**src/hdl/u8dec_pkg.sv**
```systemverilog
// Package for the UTF-8 decoder: opcode, state and handshake struct types,
// byte-class constants and the lead-byte length and payload-mask functions.
// Depends on nothing; every other file of the block imports it.
package u8dec_pkg;

	// Byte classes and masks.
	localparam logic [7:0] CONT_MASK   = 8'hC0;
	localparam logic [7:0] CONT_TAG    = 8'h80;
	localparam int unsigned HELD_DEPTH = 5;
	localparam int unsigned CP_W       = 31;

	// Lengths that a lead byte may announce.
	localparam logic [2:0] LEN_ONE   = 3'd1;
	localparam logic [2:0] LEN_TWO   = 3'd2;
	localparam logic [2:0] LEN_THREE = 3'd3;
	localparam logic [2:0] LEN_FOUR  = 3'd4;
	localparam logic [2:0] LEN_FIVE  = 3'd5;
	localparam logic [2:0] LEN_SIX   = 3'd6;

	// Controller states.
	typedef enum logic [1:0] {
		S_IDLE,
		S_BREAK,
		S_FRESH,
		S_END
	} state_t;

	// Datapath operations.
	typedef enum logic [2:0] {
		DP_NOP,
		DP_RAW_IN,
		DP_LEAD_IN,
		DP_CONT_END,
		DP_CONT_ADD,
		DP_BREAK,
		DP_REPLAY,
		DP_FRESH_Q
	} dp_op_t;

	// Command from controller to datapath.
	typedef struct packed {
		dp_op_t op;
		logic   last;
		logic   done;
		logic   clear;
	} dp_cmd_t;

	// Status from datapath to controller.
	typedef struct packed {
		logic open;
		logic cont_in;
		logic lead_in;
		logic complete_in;
		logic lead_q;
		logic end_q;
		logic idx_last;
		logic out_free;
	} dp_stat_t;

	// Sequence length announced by a byte; one for anything that is not a lead.
	function automatic logic [2:0] lead_len(input logic [7:0] b);
		logic [2:0] len;
		case (b) inside
			[8'hC2:8'hDF]: len = LEN_TWO;
			[8'hE0:8'hEF]: len = LEN_THREE;
			[8'hF0:8'hF7]: len = LEN_FOUR;
			[8'hF8:8'hFB]: len = LEN_FIVE;
			[8'hFC:8'hFD]: len = LEN_SIX;
			default:       len = LEN_ONE;
		endcase
		return len;
	endfunction

	// Payload bits of a lead byte for a given sequence length.
	function automatic logic [7:0] lead_mask(input logic [2:0] len);
		logic [7:0] m;
		case (len)
			LEN_ONE:   m = 8'h7F;
			LEN_TWO:   m = 8'h1F;
			LEN_THREE: m = 8'h0F;
			LEN_FOUR:  m = 8'h07;
			LEN_FIVE:  m = 8'h03;
			LEN_SIX:   m = 8'h01;
			default:   m = 8'h00;
		endcase
		return m;
	endfunction

endpackage

```
**src/hdl/utf8_to_codepoint_decoder_top.sv**
```systemverilog
// UTF-8 decoder: takes one text byte per word and gives one code point per
// well-formed sequence, or raw byte values where a sequence is broken or cut
// short by the end of the text. A byte that completes a sequence or stands
// alone gives its word in the next cycle through the output register, so
// well-formed text runs at one byte per cycle while the output side keeps up.
// A byte that breaks an open sequence is accepted and latched; then each held
// byte is replayed through the single output register, and then the breaking
// byte is handled afresh. When the text ends inside a sequence, the held
// bytes are replayed. Besides the replay states, the output register is the
// only pacing element; a stalled output holds off new bytes.
// Depends on u8dec_pkg, u8dec_ctrl and u8dec_dp.
module utf8_to_codepoint_decoder_top
	import u8dec_pkg::*;
(
	input  logic            clk,
	input  logic            arst_n,
	input  logic            in_valid,
	output logic            in_ready,
	input  logic [7:0]      in_byte,
	input  logic            text_end,
	output logic            out_valid,
	input  logic            out_ready,
	output logic [CP_W-1:0] code_point,
	output logic            run_last,
	output logic            text_done
);

	dp_cmd_t  cmd;
	dp_stat_t stat;

	// Sequencing of accepts and replays.
	u8dec_ctrl u_ctrl (
		.clk      (clk),
		.arst_n   (arst_n),
		.in_valid (in_valid),
		.in_ready (in_ready),
		.text_end (text_end),
		.stat     (stat),
		.cmd      (cmd)
	);

	// Held bytes, accumulator and output word.
	u8dec_dp u_dp (
		.clk        (clk),
		.arst_n     (arst_n),
		.cmd        (cmd),
		.stat       (stat),
		.in_byte    (in_byte),
		.out_valid  (out_valid),
		.out_ready  (out_ready),
		.code_point (code_point),
		.run_last   (run_last),
		.text_done  (text_done)
	);

endmodule

```
**src/hdl/u8dec_dp.sv**
```systemverilog
// Datapath of the UTF-8 decoder: held sequence bytes, payload accumulator,
// replay index, latched breaking byte and the registered output word.
// Depends on u8dec_pkg; driven by u8dec_ctrl through dp_cmd_t.
module u8dec_dp
	import u8dec_pkg::*;
(
	input  logic                clk,
	input  logic                arst_n,
	input  dp_cmd_t             cmd,
	output dp_stat_t            stat,
	input  logic [7:0]          in_byte,
	output logic                out_valid,
	input  logic                out_ready,
	output logic [CP_W-1:0]     code_point,
	output logic                run_last,
	output logic                text_done
);

	logic [7:0]      held_q [HELD_DEPTH];
	logic [2:0]      held_count_q;
	logic [2:0]      seq_len_q;
	logic [CP_W-1:0] partial_q;
	logic [2:0]      idx_q;
	logic [7:0]      byte_q;
	logic            end_q;
	logic            out_valid_q;
	logic [CP_W-1:0] code_point_q;
	logic            run_last_q;
	logic            text_done_q;

	logic            out_free;
	logic [CP_W-1:0] partial_next;
	logic [7:0]      fresh_byte;
	logic [2:0]      fresh_len;
	logic            emit;
	logic [CP_W-1:0] emit_val;

	// Output slot is free when empty or being taken this cycle.
	assign out_free     = !out_valid_q || out_ready;
	assign partial_next = {partial_q[CP_W-7:0], in_byte[5:0]};
	assign fresh_byte   = (cmd.op == DP_FRESH_Q) ? byte_q : in_byte;
	assign fresh_len    = lead_len(fresh_byte);

	// Status toward the controller.
	always_comb begin
		stat.open        = (held_count_q != 3'd0);
		stat.cont_in     = ((in_byte & CONT_MASK) == CONT_TAG);
		stat.lead_in     = (lead_len(in_byte) != LEN_ONE);
		stat.complete_in = (({1'b0, held_count_q} + 4'd1) >= {1'b0, seq_len_q})
			|| (held_count_q >= 3'(HELD_DEPTH));
		stat.lead_q      = (lead_len(byte_q) != LEN_ONE);
		stat.end_q       = end_q;
		stat.idx_last    = (idx_q == (held_count_q - 3'd1));
		stat.out_free    = out_free;
	end

	// Which word, if any, goes to the output register.
	always_comb begin
		emit     = 1'b0;
		emit_val = '0;
		case (cmd.op)
			DP_RAW_IN: begin
				emit     = 1'b1;
				emit_val = {{(CP_W-8){1'b0}}, in_byte};
			end
			DP_CONT_END: begin
				emit     = 1'b1;
				emit_val = partial_next;
			end
			DP_REPLAY: begin
				emit     = 1'b1;
				emit_val = {{(CP_W-8){1'b0}}, held_q[idx_q]};
			end
			DP_FRESH_Q: begin
				emit     = !stat.lead_q;
				emit_val = {{(CP_W-8){1'b0}}, byte_q};
			end
			default: begin
				emit     = 1'b0;
				emit_val = '0;
			end
		endcase
	end

	// Sequence bookkeeping.
	always_ff @(posedge clk or negedge arst_n) begin
		if (!arst_n) begin
			held_count_q <= '0;
			seq_len_q    <= '0;
			partial_q    <= '0;
			idx_q        <= '0;
			end_q        <= 1'b0;
		end else begin
			case (cmd.op)
				DP_LEAD_IN: begin
					held_count_q <= 3'd1;
					seq_len_q    <= fresh_len;
					partial_q    <= {{(CP_W-8){1'b0}}, fresh_byte & lead_mask(fresh_len)};
				end
				DP_FRESH_Q: begin
					if (stat.lead_q) begin
						held_count_q <= 3'd1;
						seq_len_q    <= fresh_len;
						partial_q    <= {{(CP_W-8){1'b0}},
							fresh_byte & lead_mask(fresh_len)};
					end
				end
				DP_CONT_END: begin
					held_count_q <= '0;
					seq_len_q    <= '0;
					partial_q    <= '0;
				end
				DP_CONT_ADD: begin
					held_count_q <= held_count_q + 3'd1;
					partial_q    <= partial_next;
				end
				DP_BREAK: begin
					end_q <= cmd.done;
				end
				DP_REPLAY: begin
					if (cmd.clear) begin
						idx_q        <= '0;
						held_count_q <= '0;
						seq_len_q    <= '0;
						partial_q    <= '0;
					end else begin
						idx_q <= idx_q + 3'd1;
					end
				end
				default: begin
				end
			endcase
		end
	end

	// Held bytes and the latched breaking byte.
	always_ff @(posedge clk) begin
		case (cmd.op)
			DP_LEAD_IN:  held_q[0] <= in_byte;
			DP_FRESH_Q:  held_q[0] <= byte_q;
			DP_CONT_ADD: held_q[held_count_q] <= in_byte;
			DP_BREAK:    byte_q <= in_byte;
			default: begin
			end
		endcase
	end

	// Output register.
	always_ff @(posedge clk or negedge arst_n) begin
		if (!arst_n) begin
			out_valid_q <= 1'b0;
		end else if (emit) begin
			out_valid_q <= 1'b1;
		end else if (out_ready) begin
			out_valid_q <= 1'b0;
		end
	end

	always_ff @(posedge clk) begin
		if (emit) begin
			code_point_q <= emit_val;
			run_last_q   <= cmd.last;
			text_done_q  <= cmd.done;
		end
	end

	assign out_valid  = out_valid_q;
	assign code_point = code_point_q;
	assign run_last   = run_last_q;
	assign text_done  = text_done_q;

`ifndef SYNTH
	// The hold never grows past five bytes.
	a_count_bound: assert property (@(posedge clk) disable iff (!arst_n)
		held_count_q <= 3'(HELD_DEPTH))
		else $error("held byte count out of range");

	// An open sequence holds fewer bytes than its announced length.
	a_open_len: assert property (@(posedge clk) disable iff (!arst_n)
		(held_count_q != 3'd0) |-> (seq_len_q >= LEN_TWO && held_count_q < seq_len_q))
		else $error("open sequence inconsistent with its length");

	// A new word is only loaded into a free output slot.
	a_no_overwrite: assert property (@(posedge clk) disable iff (!arst_n)
		emit |-> out_free)
		else $error("output word overwritten before it was taken");
`endif

endmodule

```
**src/hdl/u8dec_ctrl.sv**
```systemverilog
// Controller of the UTF-8 decoder: accepts bytes and sequences the replay
// of broken or unfinished sequences one word per cycle while out_free.
// Depends on u8dec_pkg; commands u8dec_dp through dp_cmd_t.
module u8dec_ctrl
	import u8dec_pkg::*;
(
	input  logic     clk,
	input  logic     arst_n,
	input  logic     in_valid,
	output logic     in_ready,
	input  logic     text_end,
	input  dp_stat_t stat,
	output dp_cmd_t  cmd
);

	state_t state_q;
	state_t state_next;
	logic   take;

	assign in_ready = (state_q == S_IDLE) && stat.out_free;
	assign take     = in_valid && in_ready;

	// Next state.
	always_comb begin
		state_next = state_q;
		case (state_q)
			S_IDLE: begin
				if (take) begin
					if (!stat.open) begin
						if (stat.lead_in && text_end) begin
							state_next = S_END;
						end
					end else if (stat.cont_in) begin
						if (!stat.complete_in && text_end) begin
							state_next = S_END;
						end
					end else begin
						state_next = S_BREAK;
					end
				end
			end
			S_BREAK: begin
				if (stat.out_free && stat.idx_last) begin
					state_next = S_FRESH;
				end
			end
			S_FRESH: begin
				if (stat.out_free) begin
					state_next = (stat.lead_q && stat.end_q) ? S_END : S_IDLE;
				end
			end
			S_END: begin
				if (stat.out_free && stat.idx_last) begin
					state_next = S_IDLE;
				end
			end
			default: state_next = S_IDLE;
		endcase
	end

	// Commands to the datapath.
	always_comb begin
		cmd.op    = DP_NOP;
		cmd.last  = 1'b0;
		cmd.done  = 1'b0;
		cmd.clear = 1'b0;
		case (state_q)
			S_IDLE: begin
				if (take) begin
					if (!stat.open) begin
						if (stat.lead_in) begin
							cmd.op = DP_LEAD_IN;
						end else begin
							cmd.op   = DP_RAW_IN;
							cmd.last = 1'b1;
							cmd.done = text_end;
						end
					end else if (stat.cont_in) begin
						if (stat.complete_in) begin
							cmd.op   = DP_CONT_END;
							cmd.last = 1'b1;
							cmd.done = text_end;
						end else begin
							cmd.op = DP_CONT_ADD;
						end
					end else begin
						// Latch the breaking byte and its end flag.
						cmd.op   = DP_BREAK;
						cmd.done = text_end;
					end
				end
			end
			S_BREAK: begin
				if (stat.out_free) begin
					cmd.op    = DP_REPLAY;
					cmd.clear = stat.idx_last;
					cmd.last  = stat.idx_last && stat.lead_q && !stat.end_q;
				end
			end
			S_FRESH: begin
				if (stat.out_free) begin
					cmd.op   = DP_FRESH_Q;
					cmd.last = 1'b1;
					cmd.done = stat.end_q;
				end
			end
			S_END: begin
				if (stat.out_free) begin
					cmd.op    = DP_REPLAY;
					cmd.clear = stat.idx_last;
					cmd.last  = stat.idx_last;
					cmd.done  = stat.idx_last;
				end
			end
			default: begin
				cmd.op = DP_NOP;
			end
		endcase
	end

	// State register.
	always_ff @(posedge clk or negedge arst_n) begin
		if (!arst_n) begin
			state_q <= S_IDLE;
		end else begin
			state_q <= state_next;
		end
	end

`ifndef SYNTH
	// Replay states only run while a sequence is held.
	a_replay_open: assert property (@(posedge clk) disable iff (!arst_n)
		(state_q == S_BREAK || state_q == S_END) |-> stat.open)
		else $error("replay with no held sequence");

	// A breaking byte always leads into the replay of the held bytes.
	a_break_entry: assert property (@(posedge clk) disable iff (!arst_n)
		(cmd.op == DP_BREAK) |=> (state_q == S_BREAK))
		else $error("broken sequence not replayed");
`endif

endmodule
```
**config.mk**
```make
export PLATFORM = sky130hd
export DESIGN_NAME = utf8_to_codepoint_decoder_top
export DESIGN_NICKNAME = d
export VERILOG_FILES = /design/src/hdl/u8dec_pkg.sv /design/src/hdl/utf8_to_codepoint_decoder_top.sv /design/src/hdl/u8dec_dp.sv /design/src/hdl/u8dec_ctrl.sv
export SDC_FILE = /design/constraint.sdc
export NUM_CORES = 1
export LEC_CHECK = 0
export ABC_AREA = 0
export BUFFER_PORTS_ARGS = -buffer_cell sky130_fd_sc_hd__buf_4
export CAP_MARGIN = 10
export CORE_MARGIN = 3
export CORE_UTILIZATION = 40
export DETAILED_ROUTE_END_ITERATION = 8
export GPL_ROUTABILITY_DRIVEN = 0
export PLACE_DENSITY_LB_ADDON = 0.25
export SKIP_LAST_GASP = 1
export SYNTH_ARGS = -nofsm -noshare
export SYNTH_HDL_FRONTEND = slang
export SYNTH_SLANG_ARGS = --single-unit
```
**constraint.sdc**
```tcl
create_clock -name clk -period 3.8 [get_ports clk]
set_input_delay 0.19 -clock clk [delete_from_list [all_inputs] [get_ports clk]]
set_output_delay 0.19 -clock clk [all_outputs]
set_load 0.01 [all_outputs]
```
# [Word-level counts from Yosys, hierarchy flattened]
# Memory sizes are Yosys's and may differ from the RTL's.
# Cells that the tools add are included.
[word_totals] reg_bits=79 mem_bits_rw=40 output_inout_bits=35 mem_count=1
[mem_list] name="u_dp.held_q" words=5 width=8 read_ports=1 rd_clocked_by_memory_dff=0 write_ports=1 line_no="u8dec_dp.sv:19" text="logic [7:0] held_q [HELD_DEPTH];"
[classes] addsub=4 magnitude_cmp=32 n_eq_ne=28 mux=69 bitwise=3 reduce_logical=39
[op_table] op="$pmux W25 S5" n=1
[op_table] op="$pmux W31 S4" n=1
[op_table] op="$ge A8 B8 Y1 const B" n=15
[op_table] op="$le A8 B8 Y1 const B" n=15
[op_table] op="$mux W3" n=22
[op_table] op="$mux W25" n=2
[op_table] op="$mux W8" n=6
[op_table] op="$pmux W7 S6" n=1
[op_table] op="$mux W2" n=12
[op_table] op="$logic_and A1 B1 Y1" n=23
[op_table] op="$eq A3 B3 Y1 const B" n=7
[op_table] op="$and A8 B8 Y8" n=2
[op_table] op="$pmux W4 S4" n=1
[op_table] op="$mux W5" n=3
[op_table] op="$pmux W3 S5" n=1
[op_table] op="$eq A3 B2 Y1 const B" n=4
[op_table] op="$mux W1" n=12
[op_table] op="$pmux W3 S4" n=1
[op_table] op="$ne A2 B1 Y1 const B" n=4
[op_table] op="$pmux W2 S4" n=1
[op_table] op="$reduce_or A8 Y1" n=1
[op_table] op="$add A3 B1 Y3 const B" n=2
[op_table] op="$eq A2 B2 Y1 const B" n=3
[op_table] op="$eq A3 B1 Y1 const B" n=2
[op_table] op="other kinds (25)" n=33

# [Logic depth before layout (Yosys ltp)]
# Gate-level depths: netlist (run 1).
[depth] word_depth=28 depth_mapped=11 ltp_nobuf=10

# [By module]
# A second synthesis (run 1) with hierarchy kept.
[unflattened] hier_cells=434 hier_area_um2=5469.0
[modules_own_cells] mod="u8dec_dp" instances=1 cells_each=394 area_per_inst_um2=5173.7
[modules_own_cells] mod="u8dec_ctrl" instances=1 cells_each=40 area_per_inst_um2=295.3

# [Worst setup path before layout (run 1)]
# OpenSTA, ideal clock, no wires.
[synth_timing] path_kind="reg-to-reg" startpoint="register u_dp.held_count_q[0]" endpoint="register u_dp.code_point_q[0], in the netlist u_dp.code_point[0], enable pin" setup_time_ps=571 arrival_ps=2915 required_ps=3229 slack_ps=315 stages_incl_launch_ff=9 period_less_slack_ps=3485 path_cell_list="dfrtp_1 -> inv_1 -> ha_1 -> ha_1 -> o21ai_0 -> o211ai_1 -> a311o_1 -> o211ai_2 -> nand3_1"
[synth_via] elab_chain_cells=11 word_cells_on_any_way=16 cone_classes="add/sub (1); order compare (2); eq/ne (4); mux (6); reduce/logical (3)"
[synth_lines] item="start, declared" line_no="u8dec_dp.sv:20" text="logic [2:0] held_count_q;"
[synth_lines] item="start signal, assigned" line_no="u8dec_dp.sv:114" text="held_count_q <= held_count_q + 3'd1;"
[synth_lines] item="$add A3 B1 Y4" line_no="u8dec_dp.sv:49" text="stat.complete_in = (({1'b0, held_count_q} + 4'd1) >= {1'b0, seq_len_q})"
[synth_lines] item="$ge A4 B3 Y1" line_no="u8dec_dp.sv:49"
[synth_lines] item="$logic_or A1 B1 Y1" line_no="u8dec_dp.sv:50" text="|| (held_count_q >= 3'(HELD_DEPTH));"
[synth_lines] item="$mux W3" line_no="u8dec_ctrl.sv:79" text="if (stat.complete_in) begin"
[synth_lines] item="$mux W3" line_no="u8dec_ctrl.sv:78" text="end else if (stat.cont_in) begin"
[synth_lines] item="$mux W5 *" line_no="u8dec_ctrl.sv:70" text="if (!stat.open) begin"
[synth_lines] item="$mux W5 *" line_no="u8dec_ctrl.sv:69" text="if (take) begin"
[synth_lines] item="$pmux W4 S4 *" line_no="u8dec_ctrl.sv:67" text="case (state_q)"
[synth_lines] item="$eq A3 B1 Y1, or another cell as far along" line_no="u8dec_dp.sv:61" text="case (cmd.op)"
[synth_lines] item="$reduce_or A3 Y1 (no source line)"
[synth_lines] item="$pmux W1 S2 *" line_no="u8dec_dp.sv:61"
[synth_lines] item="via u_dp.emit" line_no="u8dec_dp.sv:35" text="logic emit;"
[synth_lines] item="end signal, assigned" line_no="u8dec_dp.sv:161" text="code_point_q <= emit_val;"
[synth_lines] item="end, declared" line_no="u8dec_dp.sv:27" text="logic [CP_W-1:0] code_point_q;"
# Mark *: on every way through the listed nets, which the timed path passes. The rest lies on a longest branch.
# A chain may end at the register's enable or synchronous reset.

# [Worst setup path after layout (run 1)]
[layout_timing] startpoint="register u_dp.held_count_q[0]" endpoint="register u_dp.partial_q[2]"
[layout_via] elab_chain_cells=24 word_cells_on_any_way=59 cone_classes="add/sub (2); order compare (12); eq/ne (14); mux (20); bitwise (2); reduce/logical (9)"
[layout_lines] item="$add A3 B1 Y4" line_no="u8dec_dp.sv:49"
[layout_lines] item="$ge A4 B3 Y1" line_no="u8dec_dp.sv:49"
[layout_lines] item="$logic_or A1 B1 Y1" line_no="u8dec_dp.sv:50"
[layout_lines] item="$mux W3" line_no="u8dec_ctrl.sv:79"
[layout_lines] item="$mux W3" line_no="u8dec_ctrl.sv:78"
[layout_lines] item="$mux W5" line_no="u8dec_ctrl.sv:70"
[layout_lines] item="$mux W5" line_no="u8dec_ctrl.sv:69"
[layout_lines] item="$pmux W4 S4" line_no="u8dec_ctrl.sv:67"
[layout_lines] item="[4 not listed]"
[layout_lines] item="$mux W3 (5 in a row)" line_no="u8dec_pkg.sv:63" text="case (b) inside"
[layout_lines] item="$eq A3 B3 Y1, or another cell as far along" line_no="u8dec_pkg.sv:77" text="case (len)"
[layout_lines] item="$pmux W7 S6" line_no="u8dec_pkg.sv:77"
[layout_lines] item="$mux W8" line_no="u8dec_dp.sv:101" text="if (stat.lead_q) begin"
[layout_lines] item="$mux W8" line_no="u8dec_dp.sv:94" text="case (cmd.op)"
[layout_lines] item="$and A8 B8 Y8" line_no="u8dec_dp.sv:105" text="fresh_byte & lead_mask(fresh_len)};"
[layout_lines] item="$mux W25" line_no="u8dec_dp.sv:101"
[layout_lines] item="$pmux W25 S5" line_no="u8dec_dp.sv:94"
[layout_lines] item="end signal, assigned" line_no="u8dec_dp.sv:98" text="partial_q <= {{(CP_W-8){1'b0}}, fresh_byte & lead_mask(fresh_len)};"
[layout_lines] item="end signal, assigned" line_no="u8dec_dp.sv:104" text="partial_q <= {{(CP_W-8){1'b0}},"
[layout_lines] item="end signal, assigned" line_no="u8dec_dp.sv:115" text="partial_q <= partial_next;"
[layout_lines] item="end, declared" line_no="u8dec_dp.sv:22" text="logic [CP_W-1:0] partial_q;"
# Parallel ways exist; a longest one is shown, timed or not. The select of a mux whose other input is x is not followed.

==> results by group, run 1 <==
Final layout
  – Share of layout cells above drive strength 1: 0.235
  – Non-filler cells, final: ~640
  – Layout Nets: about 470
  – Commonest non-fill, non-tap cells in the layout: edfxtp_1, buf_4, dfrtp_1
  – Leading cell type in the layout, fill and taps excluded: edfxtp_1
  – Ant diodes: 0
  – Util after Layout: 0.511
  – Area Overhead vs Synth: 23.0%

Worst setup path
  – CP max stage cell: nor3_2
  – WP data arrival: between 3000 and 4000 ps
  – Crit path cell chain: inv_1 -> ha_1 -> ha_1 -> o21ai_0 -> o211a_1 -> nor3_2 -> nand2b_1 -> a311oi_1 -> mux2_2
  – Slowest Stage Delay on Critical Path: ~850 ps
  – CP endpoint kind: flop
  – CP Buf/Inv Count: 1
  – CP top delay family: simple AND/OR/NAND/NOR gates
  – Most numerous cell on the critical path: ha_1
  – Crit Path Category: reg -> reg
  – Worst-path fanout max: 24
  – Crit start category: flop
  – Worst Path Required: just over 4000 ps

Die
  – Row cnt: around 40
  – Die H: 121 µm
  – Initial Utilization: 0.416
  – Core ar.: 12800 µm²
  – I/O pins: 48
  – Die X: approximately 120 µm
  – Die Area: around 15000 µm²

Clock tree
  – CTS H-tree depth: 4
  – Clock Latency Late Sink: 410 ps
  – Clock Sinks: approximately 120
  – CTS Buffer Depth: 2
  – Root Driver: clkbuf_16
  – CTS tree: yes
  – Post-cts resize count: 0
  – Clock buffer count from CTS: 17
  – Clock slew at reported path FFs: 50 ps
  – Postcts setup bufs: 0

STA
  – Worst-margin pin slew: 1040 ps
  – Final period util: 0.900
  – Final-report max-slew violation count: 0
  – Count of final setup violators: 0
  – Min Clock Period, post-route: around 3400 ps
  – RSZ-0062 raised after global routing: false
  – Final Hold Vio Count: 0
  – Setup TNS Final: 0 ps
  – Fmax: about 290 MHz
  – Worst Skew: a little over 9 ps
  – Worst slew margin: 0.302

Global route
  – Initial antenna violation count: 0
  – Grt total ovfl: 0
  – GR Util All Layers: 0.169
  – Vias in the first global route: roughly 3500
  – Global-route wire length before repair: between 15000 and 20000 µm
  – Largest net degree at the start of global routing: 39

Yosys
  – Sequential area share after synthesis: 0.634
  – Synth Register Bits: 119
  – Synth area leaders: edfxtp_1, dfrtp_1, a22o_1
  – Post-synth EDFFs: 81
  – Post-Syn Instances: about 380
  – Syn_nets: 403
  – Synth warnings: 0
  – Top FF cell, synth: edfxtp_1
  – Post-synthesis async set-or-reset flop share: 0.319
  – Post-synth top area cell: edfxtp_1
  – Synth Cell Area: ~5300 µm²
  – Syn Area/Cell: around 14 µm²
  – Yosys top cell area share: 0.456
  – Cell variety after synth: 63

Power
  – Pwr dens: between 800 and 900 nW/µm²
  – Leak: around 2.6 nW
  – Worst vdd ir: between 0.3 and 0.4 mV

Drt
  – Vias/cell: about 5.4
  – ANT nets after route: 0
  – First-iteration detailed-routing DRC count: 288
  – Initial DRT Pass Iterations: 4
  – DRC Markers: 0
  – Vias: about 3500
  – Avg WL per Cell: between 15 and 20 µm
  – WL final: about 12000 µm

Flow run
  – Max-cap viol count: 0

Place
  – Port Buf Inserts: 47
  – Cells after DPL: ~600
  – DP HPWL: just under 8000 µm

Worst hold path
  – Hold Path Class: in -> reg

Run status
  – Status: finished, final reports clean
synthesized netlist by cell type, drive strengths merged (2+ instances only):
cell type	number
buf	8
mux4	8
or2	3
mux2i	17
nand3	7
mux2	8
nor3	11
clkbuf	8
ha	8
o21a	2
o21ai	9
a21oi	6
xnor2	2
a21o	2
nor2	15
a32o	3
and2	24
or3	5
o221ai	5
nand2b	9
and4	2
dfrtp	38
a31oi	4
nand4	2
nor2b	4
inv	13
a221o	4
o211ai	2
edfxtp	81
a22o	22
o22ai	2
nand2	27
flip-flops by register name (all words and copies together) (netlist names):
register           flops
u_dp.code_point       31
u_dp.idx_q             3
u_dp.run_last          1
u_dp.end_q             1
u_dp.partial_q        25
u_dp.held_q           40
u_dp.text_done         1
u_dp.out_valid         1
u_dp.byte_q            8
u_dp.held_count_q      3
u_dp.seq_len_q         3
u_ctrl.state_q         2
layer usage:
metal / global-route usage / share of wire / vias up
met5: 0 / 0 / -
met4: 0.0777 / 0.025 / 0
met3: 0.0480 / 0.056 / 25
met2: 0.257 / 0.47 / 122
met1: 0.224 / 0.45 / 1693
li1: - / - / 1610
what timing repair did:
item,in CTS,in global routing
hold buffers,6,0
endpoints found under the setup margin,0,0
hold endpoints to repair,43,0
power by group:
part | internal [mW] | switching [mW] | leakage, nW
clock | 1.01 | 0.533 | 0.274
combinational | 0.781 | 1.00 | 1.04
sequential | 1.81 | 0.177 | 1.27
worst paths after layout:
kind / from / end / slack (ps) / cells after the start
max: u_dp.held_count_q[0] / u_dp.partial_q[2] / 380 / 9
min: in_byte[7] / u_dp.byte_q[7] / 60 / 1
max reg2reg: u_dp.held_count_q[0] / u_dp.partial_q[2] / 380 / 9
min reg2reg: u_dp.partial_q[20] / u_dp.partial_q[20] / 490 / 1
max in group asynchronous: arst_n / u_dp.idx_q[2] / 3150 / 2
min in group asynchronous: arst_n / u_dp.out_valid / 290 / 2
cells by family (layout without fill, tap and decap cells):
kind of cell / count (synthesis) / in the layout / share of synthesized area
muxes: 33 / 33 / 0.0826
DFF: 119 / 119 / 0.634
adders and majority gates: 8 / 8 / 0.0188
and+or+nand+nor: 116 / 116 / 0.116
buffers and inverters: 29 / 110 / 0.0249
AOI/OAI and AO/OA: 74 / 74 / 0.115
xor gates and xnor gates: 3 / 3 / 0.00774
final cells by class:
type                    count  area, µm²
flip-flops and latches    119       3380
clock inverters            12        135
well taps                 172        215
fillers                  1112       6270
clock buffers              19        433
repair buffers             66        510
multi-input cells         234       1830
inverters                  13       48.8
through the flow:
stage	worst slack (ps)	hold slack [ps]	area (µm²)	total power, mW
after detailed placement	350	193	5930	3.81
after global routing	146	31.7	6560	5.63
final	382	57.5	6560	5.31
after floorplan	315	-106	5330	3.17
after CTS	328	30.7	6560	5.37
after global placement	508	188	5930	3.78
Note: power is estimated with default switching activity, not from simulation.
==> inputs of run 2 (changes only) <==
- CORE_MARGIN: 3 -> 1
==> results by group, run 2 (synthesis results as in run 1) <==
Run status
  – Status: finished, final reports clean

Die
  – I/O pins: 48 (unchanged)
  – Core ar.: 12800 µm² (unchanged)
  – Die H: 117 µm (-3.3%)
  – Row cnt: 41 (unchanged)
  – Die Area: 13800 µm² (-6.5%)
  – Initial Utilization: 0.416 (unchanged)
  – Die X: 117 µm (-3.3%)

Drt
  – Vias: 3381 (-2.0%)
  – ANT nets after route: 0 (unchanged)
  – DRC Markers: 0 (unchanged)
  – First-iteration detailed-routing DRC count: 261 (-9.4%)
  – Vias/cell: 5.32 (-2.0%)
  – Initial DRT Pass Iterations: 7 (+3)
  – WL final: 11400 µm (-1.4%)
  – Avg WL per Cell: 17.9 µm (-1.4%)

Worst setup path
  – WP data arrival: 3710 ps (about the same)
  – Worst r2r src: u_dp.held_count_q[0]
  – Reg-to-reg endpoint: u_dp.partial_q[3]
  – CP endpoint kind: flop
  – CP startpoint: u_dp.held_count_q[0]
  – Worst Path Required: 4090 ps (about the same)
  – Crit start category: flop
  – FF-to-FF setup slack: 380 ps (about the same)
  – Worst setup path endpoint: u_dp.partial_q[3]
  – Worst-path fanout max: 24 (unchanged)
  – Crit Path Category: reg -> reg
  – R2R depth: 9 (unchanged)

Global route
  – Initial antenna violation count: 0 (unchanged)
  – Grt total ovfl: 0 (unchanged)
  – Vias in the first global route: 3438 (-0.49%)
  – GR Util All Layers: 0.180 (+0.0106)
  – Largest net degree at the start of global routing: 39 (unchanged)
  – Global-route wire length before repair: 18600 µm (about the same)

Final layout
  – Area Overhead vs Synth: 24.4%
  – Share of layout cells above drive strength 1: 0.251 (+0.0151)
  – Ant diodes: 0 (unchanged)
  – Layout Nets: 471 (-0.21%)
  – Leading cell type in the layout, fill and taps excluded: edfxtp_1
  – Commonest non-fill, non-tap cells in the layout: edfxtp_1, buf_4, dfrtp_1
  – Max FFs per register: 40 (unchanged)
  – Largest reg by FF count: u_dp.held_q

STA
  – Final Hold Vio Count: 0 (unchanged)
  – Worst Skew: 8.54 ps (-0.777 ps)
  – Fmax: 292 MHz (-0.15%)
  – RSZ-0062 raised after global routing: false
  – Final-report max-slew violation count: 0 (unchanged)
  – Min Clock Period, post-route: 3420 ps (+5.01 ps)
  – Worst slew margin: 0.304 (+0.00144)
  – Setup TNS Final: 0 ps (unchanged)
  – Count of final setup violators: 0 (unchanged)
  – Worst-margin pin slew: 1040 ps (-2.15 ps)
  – Final period util: 0.901 (+0.00132)

Power
  – Worst vdd ir: 0.572 mV (+59%)
  – Switching Share: 0.318 (-0.00404)
  – Int Pwr: 3.75 mW (+4.1%)
  – Comb power frac: 0.323 (-0.012)
  – Sequential power share: 0.362 (-0.012)
  – Switching power: 1.75 mW (+2.1%)
  – Pwr dens: 829 nW/µm² (+2.3%)
  – Leak: 2.63 nW (+1.5%)
  – Overall Power: 5.50 mW (+3.4%)
  – Power share of the clock group: 0.315 (+0.025)

Clock tree
  – Clock Sinks: 119 (unchanged)
  – CTS Buffer Depth: 2 (unchanged)
  – CTS H-tree depth: 4 (unchanged)
  – CTS tree: yes
  – Root Driver: clkbuf_16
  – Hold_buf cts: 5 (-1)
  – Postcts setup bufs: 0 (unchanged)
  – Clock Latency Late Sink: 410 ps (about the same)
  – Clock buffer count from CTS: 17 (unchanged)
  – Clock slew at reported path FFs: 50 ps (about the same)
  – Post-cts resize count: 0 (unchanged)

Worst hold path
  – Hold Path Origin: in_byte[6]
  – Hold Path Class: in -> reg

Flow run
  – Max-cap viol count: 0 (unchanged)

Place
  – DP HPWL: 7770 µm (-0.60%)
  – Port Buf Inserts: 47 (unchanged)
run 2: cell count changes in the layout (fill, tap and decap cells not counted):
cell / change
buf_4: -1
bufinv_16: +2
clkbuf_1: -2
clkinv_1: -5
clkinv_2: +1
clkinv_4: +3
inv_6: +2
run 2: layout make-up:
class | instances | area (µm²)
sequential | 119 | 3380
tap | 172 | 215
clock inverter | 15 | 225
multi-input combinational | 234 | 1830
fill | 1108 | 6190
inverter | 13 | 48.8
timing repair buffer | 65 | 503
clock buffer | 17 | 425
run 2: through the flow:
stage | worst slack (ps) | utilization | cells | hold slack, ps | instance area [µm²]
5_1_grt | 57.6 | 0.517 | 635 | 33.6 | 6630
3_3_place_gp | 506 | 0.462 | 597 | 190 | 5920
4_1_cts | 348 | 0.516 | 634 | 0.991 | 6620
3_5_place_dp | 345 | 0.462 | 597 | 192 | 5920
6_report | 377 | 0.517 | 635 | 57.9 | 6630
2_1_floorplan | 315 | - | 382 | -106 | 5330
run 2: worst max-delay path, cell delays in order, from the launching register on:
cell      delay [ps]
dfrtp_1          530
inv_1            180
ha_1             370
ha_1             290
o21ai_0          100
o211a_1          260
nor3_2           850
nand2b_1         340
nor3_1           110
mux2_2           280
run 2: power groups by stage:
stage	sequential [mW]	clock, mW	combinational, mW
floorplan	2.04	0	1.13
global placement	2.01	0	1.76
detailed placement	2.01	0	1.78
CTS	1.99	1.76	1.79
global route	2.03	1.84	1.94
finish	1.99	1.73	1.78
run 2: worst min path at each step:
stage / end / cells past startpoint
floorplan: u_ctrl.state_q[0] / 0
global placement: u_dp.out_valid / 1
detailed placement: u_dp.out_valid / 1
CTS: u_dp.byte_q[2] / 1
global route: u_dp.byte_q[6] / 1
finish: u_dp.byte_q[6] / 1
run 2: routing by layer:
| metal | global-route usage | vias up | part of all wire |
|---|---|---|---|
| li1 | - | 1612 | - |
| met1 | 0.234 | 1661 | 0.45 |
| met2 | 0.284 | 96 | 0.49 |
| met3 | 0.0533 | 12 | 0.049 |
| met4 | 0.0657 | 0 | 0.011 |
| met5 | 0 | - | 0 |
==> inputs of run 3 (changes only) <==
- BUFFER_PORTS_ARGS: -buffer_cell sky130_fd_sc_hd__buf_4 -> not set
- DONT_BUFFER_PORTS: not set -> 1
- clock period: 3.8 -> 3.96 ns (I/O delays scaled with it)
==> results by group, run 3 (synthesis results as in run 1) <==
Worst setup path
  – Crit start category: flop
  – Worst-path fanout max: 24 (unchanged)
  – WP data arrival: 3700 ps (about the same)
  – Crit Path Category: reg -> reg
  – CP endpoint kind: flop
  – Worst Path Required: 4250 ps (+160 ps)

Worst hold path
  – Hold Path Class: in -> reg

Global route
  – Initial antenna violation count: 0 (unchanged)
  – Vias in the first global route: 3408 (-0.87%)
  – Global-route wire length before repair: 18700 µm (+0.82%)
  – Grt total ovfl: 0 (unchanged)
  – GR Util All Layers: 0.183 (+0.00357)
  – Largest net degree at the start of global routing: 39 (unchanged)

Die
  – I/O pins: 48 (unchanged)
  – Row cnt: 41 (unchanged)
  – Core ar.: 12800 µm² (unchanged)
  – Die X: 117 µm (unchanged)
  – Die H: 117 µm (unchanged)
  – Initial Utilization: 0.416 (unchanged)
  – Die Area: 13800 µm² (unchanged)

STA
  – Worst slew margin: 0.311 (+0.00720)
  – RSZ-0062 raised after global routing: false
  – Fmax: 294 MHz (+0.51%)
  – Setup TNS Final: 0 ps (unchanged)
  – Count of final setup violators: 0 (unchanged)
  – Min Clock Period, post-route: 3410 ps (-17.5 ps)
  – Worst-margin pin slew: 1030 ps (-10.7 ps)
  – Final Hold Vio Count: 0 (unchanged)
  – Worst Skew: 8.11 ps (-0.439 ps)
  – Final-report max-slew violation count: 0 (unchanged)
  – Final period util: 0.860 (-0.0408)

Clock tree
  – Clock slew at reported path FFs: 50 ps (about the same)
  – Root Driver: clkbuf_16
  – Clock buffer count from CTS: 17 (unchanged)
  – Post-cts resize count: 0 (unchanged)
  – Clock Sinks: 119 (unchanged)
  – Clock Latency Late Sink: 410 ps (about the same)
  – CTS tree: yes
  – Hold_buf cts: 10 (+5)
  – CTS Buffer Depth: 2 (unchanged)
  – CTS H-tree depth: 4 (unchanged)
  – Postcts setup bufs: 0 (unchanged)

Final layout
  – Leading cell type in the layout, fill and taps excluded: edfxtp_1
  – Largest reg by FF count: u_dp.held_q
  – Commonest non-fill, non-tap cells in the layout: edfxtp_1, dfrtp_1, nand2_1
  – Fillers: 1149 (+3.7%)
  – Layout Nets: 425 (-9.8%)
  – Share of layout cells above drive strength 1: 0.149 (-0.102)
  – Ant diodes: 0 (unchanged)
  – Area Overhead vs Synth: 16.5%
  – Max FFs per register: 40 (unchanged)

Power
  – Pwr dens: 770 nW/µm² (-7.1%)
  – Leak: 2.35 nW (-10%)
  – Overall Power: 4.78 mW (-13%)
  – Worst vdd ir: 0.333 mV (-42%)

Drt
  – Vias/cell: 5.55 (+4.2%)
  – WL final: 11600 µm (+2.4%)
  – Met3 routed WL: 551 µm (-1.4%)
  – Initial DRT Pass Iterations: 4 (-3)
  – DRC Markers: 0 (unchanged)
  – First-iteration detailed-routing DRC count: 262 (+0.38%)
  – Max Used Layer: met4
  – Vias: 3268 (-3.3%)
  – Wl on met1: 5160 µm (+0.60%)
  – Avg WL per Cell: 19.8 µm (+10%)
  – ANT nets after route: 0 (unchanged)
  – Met2 wire len: 5770 µm (+3.7%)

Run status
  – Status: finished, final reports clean

Place
  – Port Buf Inserts: 0 (-100%)
  – DP HPWL: 7710 µm (-0.79%)

Flow run
  – Max-cap viol count: 0 (unchanged)
-- run 3: cell types whose count changed in the layout (fill, tap and decap cells not counted), sizes merged --
cell / change
bufinv: -4
inv: -2
clkinv: -1
buf: -49
clkbuf: +6
dlygate4sd3: +3
clkinvlp: +1
-- run 3: where the power goes --
group          switching [mW]  internal [mW]  total, mW
Combinational           0.784          0.522       1.31
Sequential              0.306           1.75       2.06
Clock                   0.518          0.904       1.42
-- run 3: worst paths after layout --
check                                startpoint  depth (start not counted)  slack, ps                  to
max                        u_dp.held_count_q[0]                          9        550   u_dp.partial_q[2]
min                                  in_byte[4]                          1         30  u_dp.code_point[4]
max reg2reg                u_dp.held_count_q[0]                          9        550   u_dp.partial_q[2]
min reg2reg                  u_dp.partial_q[19]                          1        490  u_dp.partial_q[19]
max in group asynchronous                arst_n                          2       3520  u_dp.partial_q[11]
min in group asynchronous                arst_n                          2        250          u_dp.end_q
-- run 3: layout make-up --
| class | count | area, µm² | area share |
|---|---|---|---|
| inverter | 13 | 48.8 | 0.00785 |
| clock buffer | 23 | 478 | 0.0769 |
| tap | 172 | 215 | 0.0346 |
| clock inverter | 9 | 76.3 | 0.0123 |
| sequential | 119 | 3380 | 0.545 |
| multi-input combinational | 234 | 1830 | 0.295 |
| timing repair buffer | 19 | 178 | 0.0286 |
-- run 3: through the flow --
stage	hold slack [ps]	instances	util	instance area [µm²]	setup slack [ps]
global placement	-96.9	547	0.433	5550	608
global route	14.5	589	0.484	6210	288
CTS	3.98	589	0.484	6210	526
floorplan	-97.6	382	-	5330	475
detailed placement	-96.9	547	0.433	5550	540
finish	29.8	589	0.484	6210	554
-- run 3: metal layers --
metal  vias to the layer above  global-route usage
met3                        10              0.0562
met5                         -                   0
met1                      1649               0.236
li1                       1511                   -
met4                         0              0.0905
met2                        98               0.280
-- run 3: worst max-delay path, cell delays in order, from the launching register on --
cell      delay [ps]
dfrtp_1          520
inv_1            170
ha_1             370
ha_1             290
o21ai_0          110
o211a_1          270
nor3_2           850
nand2b_1         320
a311oi_1         100
mux2_2           280
